<file path="config.mk">
export PLATFORM = sky130hd
export DESIGN_NAME = timed_register_write_queue
export DESIGN_NICKNAME = d
export VERILOG_FILES = /design/src/trwq_pkg.sv /design/src/timed_register_write_queue.sv /design/src/trwq_cell.sv /design/src/trwq_chain.sv
export SDC_FILE = /design/constraint.sdc
export NUM_CORES = 2
export LEC_CHECK = 0
export BUFFER_PORTS_ARGS = -buffer_cell sky130_fd_sc_hd__buf_2
export CAP_MARGIN = 20
export CORE_UTILIZATION = 40
export DETAILED_ROUTE_END_ITERATION = 6
export PLACE_DENSITY = 0.65
export SLEW_MARGIN = 0
export SYNTH_ARGS = -nofsm -noshare
export SYNTH_HDL_FRONTEND = slang
export SYNTH_HIERARCHICAL = 1
export SYNTH_SLANG_ARGS = --single-unit
</file>
<file path="constraint.sdc">
create_clock -name clk -period 7.75 [get_ports clk]
set_input_delay 0 -clock clk [delete_from_list [all_inputs] [get_ports clk]]
set_output_delay 0 -clock clk [all_outputs]
set_load 0.01 [all_outputs]
</file>
<file path="src/trwq_pkg.sv">
// Shared types and constants for the timed register write queue.
// No dependencies; imported by every module of the block.
package trwq_pkg;

  // Ring depth of the original queue; one slot is always kept free
  localparam int QUEUE_DEPTH = 64;
  localparam int CAPACITY    = QUEUE_DEPTH - 1;
  localparam int CNT_W       = $clog2(QUEUE_DEPTH);

  // Field widths
  localparam int ADDR_W  = 5;
  localparam int VALUE_W = 8;
  localparam int DELAY_W = 24;
  localparam int TICK_W  = 16;
  // Countdown spans -(2^16-1) .. 2^24-1
  localparam int CD_W    = DELAY_W + 1;

  localparam logic [TICK_W-1:0] TICK_RESET = TICK_W'(22);

  typedef enum logic [1:0] {
    MODE_ENQ   = 2'd0,
    MODE_TICK  = 2'd1,
    MODE_CLEAR = 2'd2,
    MODE_NONE  = 2'd3
  } mode_t;

  typedef enum logic {
    ST_IDLE = 1'b0,
    ST_POP  = 1'b1
  } state_t;

  typedef struct packed {
    logic [ADDR_W-1:0]  addr;
    logic [VALUE_W-1:0] value;
    logic [DELAY_W-1:0] delay;
  } entry_t;

  // Control from the sequencer to the cell chain
  typedef struct packed {
    logic             shift;
    logic             load;
    logic [CNT_W-1:0] load_idx;
  } chain_ctl_t;

endpackage

</file>
<file path="src/timed_register_write_queue.sv">
// Timed register write queue: a shifting chain of write slots and a countdown.
// Depends on trwq_pkg, trwq_chain and trwq_cell.
// Enqueue, clear, ignored modes and a tick on an empty queue release no writes.
// Other ticks enter the pop state in the cycle after the transfer; writes are then
// offered while the countdown is at or below zero; receiver stalls hold the release.
// Synchronous active-low reset empties the queue, zeroes the countdown and
// loads 22 into cycles_per_tick; slot contents are not reset.
module timed_register_write_queue (
  input  logic                          clk,
  input  logic                          rst_n,
  input  logic                          in_valid,
  output logic                          in_ready,
  input  logic [1:0]                    in_mode,
  input  logic [trwq_pkg::ADDR_W-1:0]   in_reg_addr,
  input  logic [trwq_pkg::VALUE_W-1:0]  in_write_value,
  input  logic [trwq_pkg::DELAY_W-1:0]  in_delay_cycles,
  output logic                          out_valid,
  input  logic                          out_ready,
  output logic [trwq_pkg::ADDR_W-1:0]   out_addr,
  output logic [trwq_pkg::VALUE_W-1:0]  out_value,
  output logic                          out_last_write,
  input  logic                          cfg_wr_en,
  input  logic [trwq_pkg::TICK_W-1:0]   cfg_wr_data
);
  import trwq_pkg::*;

  state_t                   st_r, st_nxt;
  logic [CNT_W-1:0]         count_r, count_nxt;
  logic signed [CD_W-1:0]   cd_r, cd_nxt;
  logic [TICK_W-1:0]        cpt_r;

  chain_ctl_t               ctl;
  entry_t                   ld_ent, head_ent;
  logic [DELAY_W-1:0]       next_delay;

  logic                     in_xfer, out_xfer, pop_due, has_items;
  logic signed [CD_W-1:0]   cd_after_pop;
  mode_t                    mode;

  assign mode      = mode_t'(in_mode);
  assign in_xfer   = in_valid && in_ready;
  assign out_xfer  = out_valid && out_ready;
  assign has_items = (count_r != '0);
  assign pop_due   = (st_r == ST_POP) && has_items && (cd_r[CD_W-1] || (cd_r == '0));
  assign cd_after_pop = cd_r + $signed({1'b0, next_delay});

  assign ld_ent.addr  = in_reg_addr;
  assign ld_ent.value = in_write_value;
  assign ld_ent.delay = in_delay_cycles;

  trwq_chain u_chain (
    .clk        (clk),
    .ctl        (ctl),
    .ld_ent     (ld_ent),
    .head_ent   (head_ent),
    .next_delay (next_delay)
  );

  // Next state
  always_comb begin
    st_nxt = st_r;
    unique case (st_r)
      ST_IDLE: begin
        if (in_xfer && (mode == MODE_TICK) && has_items) begin
          st_nxt = ST_POP;
        end
      end
      ST_POP: begin
        if (!pop_due) begin
          st_nxt = ST_IDLE;
        end
      end
      default: st_nxt = ST_IDLE;
    endcase
  end

  // Handshake outputs
  always_comb begin
    in_ready  = (st_r == ST_IDLE);
    out_valid = pop_due;
  end

  assign out_addr       = head_ent.addr;
  assign out_value      = head_ent.value;
  // Final write when the queue drains or the next delay keeps the countdown positive
  assign out_last_write = (count_r == CNT_W'(1)) || (cd_after_pop > 0);

  // Queue fill and countdown
  always_comb begin
    count_nxt    = count_r;
    cd_nxt       = cd_r;
    ctl.shift    = 1'b0;
    ctl.load     = 1'b0;
    ctl.load_idx = count_r;
    if (in_xfer) begin
      unique case (mode)
        MODE_ENQ: begin
          if (count_r != CNT_W'(CAPACITY)) begin
            ctl.load  = 1'b1;
            count_nxt = count_r + CNT_W'(1);
            if (!has_items) begin
              cd_nxt = $signed({1'b0, in_delay_cycles});
            end
          end
        end
        MODE_TICK: begin
          if (has_items) begin
            cd_nxt = cd_r - $signed({{(CD_W-TICK_W){1'b0}}, cpt_r});
          end
        end
        MODE_CLEAR: begin
          count_nxt = '0;
          cd_nxt    = '0;
        end
        MODE_NONE: ;
        default: ;
      endcase
    end else if (out_xfer) begin
      // Drop the head and charge the next entry's delay
      ctl.shift = 1'b1;
      count_nxt = count_r - CNT_W'(1);
      cd_nxt    = (count_r == CNT_W'(1)) ? '0 : cd_after_pop;
    end
  end

  // Control registers
  always_ff @(posedge clk) begin
    if (!rst_n) begin
      st_r    <= ST_IDLE;
      count_r <= '0;
      cd_r    <= '0;
      cpt_r   <= TICK_RESET;
    end else begin
      st_r    <= st_nxt;
      count_r <= count_nxt;
      cd_r    <= cd_nxt;
      if (cfg_wr_en) begin
        cpt_r <= cfg_wr_data;
      end
    end
  end

endmodule

</file>
<file path="src/trwq_cell.sv">
// One queue slot: holds an entry, takes its upper neighbor's entry on a shift.
// Depends on trwq_pkg.
module trwq_cell (
  input  logic            clk,
  input  logic            shift,
  input  logic            load,
  input  trwq_pkg::entry_t nb_ent,
  input  trwq_pkg::entry_t ld_ent,
  output trwq_pkg::entry_t ent
);
  import trwq_pkg::*;

  entry_t ent_r;

  // Advance toward the head, or capture a new write at the tail
  always_ff @(posedge clk) begin
    if (shift) begin
      ent_r <= nb_ent;
    end else if (load) begin
      ent_r <= ld_ent;
    end
  end

  assign ent = ent_r;

endmodule

</file>
<file path="src/trwq_chain.sv">
// Row of queue cells; cell 0 is the head of the queue.
// Depends on trwq_pkg and trwq_cell.
module trwq_chain (
  input  logic                       clk,
  input  trwq_pkg::chain_ctl_t       ctl,
  input  trwq_pkg::entry_t           ld_ent,
  output trwq_pkg::entry_t           head_ent,
  output logic [trwq_pkg::DELAY_W-1:0] next_delay
);
  import trwq_pkg::*;

  entry_t ents [CAPACITY+1];

  // Slot past the last cell feeds nothing useful
  assign ents[CAPACITY] = '0;

  for (genvar i = 0; i < CAPACITY; i++) begin : g_cell
    trwq_cell u_cell (
      .clk    (clk),
      .shift  (ctl.shift),
      .load   (ctl.load && (ctl.load_idx == CNT_W'(i))),
      .nb_ent (ents[i+1]),
      .ld_ent (ld_ent),
      .ent    (ents[i])
    );
  end

  assign head_ent   = ents[0];
  assign next_delay = ents[1].delay;

endmodule

</file>
==> results.toml <==
[global_routing]
grt_usage_pct = 13.32
grt_first_pass_wirelength_mm = 294.8
grt-ovfl-total = 0
grt_start_max_net_pins = 173
grt_pass1_vias = 51670
antenna_found_initial = 3

[finish]
stdcell_count = 9684
synthToLayoutAreaGrowth_pct = 11.26
final_nets = 6053
final_layout_size_suffix_gt1_share_pct = 47.30
fillerInstances = 23100
final_area_um2 = 120100

[power]
cellPowerDensity_nw_per_um2 = 224.8
finalPower_mw = 27.00
ir_worst_vdd_v = 0.0001809
total_leakage_power_nw = 40.38

[setup_path]
cp-start-kind = "flip-flop"
end_kind = "flip-flop"
arrival_ns = 5.21
crit_required_ns = 8.38
cp_max_fo = 153
critical_path_class = "flip-flop to flip-flop"

[clocking]
cts_sinks = 2355
worstSkewPairLatency_ns = 0.88
clockBufferDepth = 4
h-tree-depth = 4
root_buffer = "clkbuf_16"
cts_buffers = 236
path_clk_slew_ns = 0.06
cts_tree = "done"

[logic_synthesis]
yosysWarnings = 6
syn_inst = 5680
avgSynthCellArea_um2 = 19.00
syn-cell-area_um2 = 107900

[drt]
via_per_inst = 5.065
via_count = 49050
wirelength_mm = 183.2
drc = 0
dr.pass1.iters = 5
ant_nets = 0
first_iter_violations = 3100
wire_per_inst_um = 18.92

[floorplan]
die_area_um2 = 271900
die_w_um = 521.5
die_h_um = 521.5
pin_count = 76
fp.coreArea_um2 = 268200
start_util_pct = 40.25
rows = 190

[sta]
finalSetupTns_ns = 0
rsz0062_at_grt = "no"
maxSlewViolCount = 0
finalCritPeriodShare_pct = 59.07
timing.fmax_mhz = 218.5
finalSetupViolations = 0
worstMarginPinSlew_ns = 1.363
slew_headroom_pct = 9.121
finalHoldViolations = 0
setup_ws_ns = 3.172
fin_crit_ns = 4.578
skew_ns = 0.05489

[run]
maxCapViolations = 0

[min_path]
holdCritPathClass = "input port to flip-flop"

[place]
hpwl_mm = 107.4
placedInstanceArea_um2 = 111300
portBuffers = 75
gp_congestion = 0.8161
detailedPlace.worstSlack_ns = 3.247
place_inst = 9161

[run_status]
status = "finished, final reports clean"
-- what timing repair did --
item	4_1_cts	5_1_grt
setup endpoints to repair	0	0
setup buffers	0	0
hold buffers	70	12
resized for setup	0	0
endpoints found under the hold margin	171	687
-- area by class of cell --
cell class | count | area, um2 | area share [%]
antenna | 1 | 2.502 | 0.002084
timing repair buffer | 280 | 2467 | 2.054
sequential | 2355 | 70240 | 58.48
clock buffer | 282 | 6163 | 5.132
clock inverter | 143 | 1533 | 1.276
inverter | 44 | 172.7 | 0.1438
multi-input combinational | 3027 | 35080 | 29.21
tap | 3552 | 4444 | 3.700
-- through the flow --
stage / util [%] / hold WS [ns]
after detailed placement: 41.50 / 0.2295
after global placement: 41.50 / 0.2201
final: 44.79 / 0.01851
after global routing: 44.79 / 0.04940
after CTS: 44.63 / 0.001955
after floorplan: - / 0.1304
-- final timing paths --
kind / from / to / slack (ns) / cells past startpoint
worst min register to register: u_chain/g_cell[26].u_cell/ent[34]$_DFFE_PP_ / u_chain/g_cell[25].u_cell/ent[34]$_DFFE_PP_ / 0.50 / 1
worst min-delay path: in_delay_cycles[23] / u_chain/g_cell[62].u_cell/ent[23]$_DFFE_PP_ / 0.02 / 3
worst max register to register: cd_r[16]$_SDFFE_PN0P_ / u_chain/g_cell[62].u_cell/ent[12]$_DFFE_PP_ / 3.17 / 9
worst max-delay path: cd_r[16]$_SDFFE_PN0P_ / u_chain/g_cell[62].u_cell/ent[12]$_DFFE_PP_ / 3.17 / 9
-- worst max-delay path, stage by stage, from the launching register on --
cell,delay [ns]
dfxtp_1,0.39
or4_4,0.59
or3_4,0.38
nor4_4,0.23
o211a_4,0.22
nand2_1,0.15
inv_8,0.50
buf_12,0.36
buf_12,0.65
mux2_2,0.41
-- layer usage --
metal  global-route usage (%)  routed length, um
met2                    22.07              87010
met3                    2.122               7114
met1                    17.92              84000
met4                    4.098               5085
met5                        0                 29
-- state kept, by name, indices dropped and copies added (netlist names) --
register / flops
cd_r: 25
count_r: 6
cpt_r: 16
st_r: 1
u_chain/g_cell.u_cell/ent: 2307
-- cell usage in the layout (no fill, tap or decap), types with 14 or more instances in the layout --
cell	count
xnor2_1	14
dlygate4sd3_1	82
or2_2	54
clkinv_2	37
a21oi_1	58
bufinv_16	32
clkbuf_1	42
conb_1	37
buf_2	75
edfxtp_1	2307
buf_12	28
clkbuf_16	240
nand3_1	17
mux2_4	1188
o21ai_0	46
mux2_2	1120
clkinv_1	59
buf_4	94
nor2_1	131
inv_1	43
ha_1	47
dfxtp_1	48
nand2_1	43
nor3_1	14
-- power by group --
part | switching [mW] | total, mW | internal [mW]
sequential | 0.0379 | 14.1 | 14.0
combinational | 0.661 | 1.51 | 0.851
clock | 4.74 | 11.4 | 6.70
No activity file was read; power rests on OpenSTA's default activity.
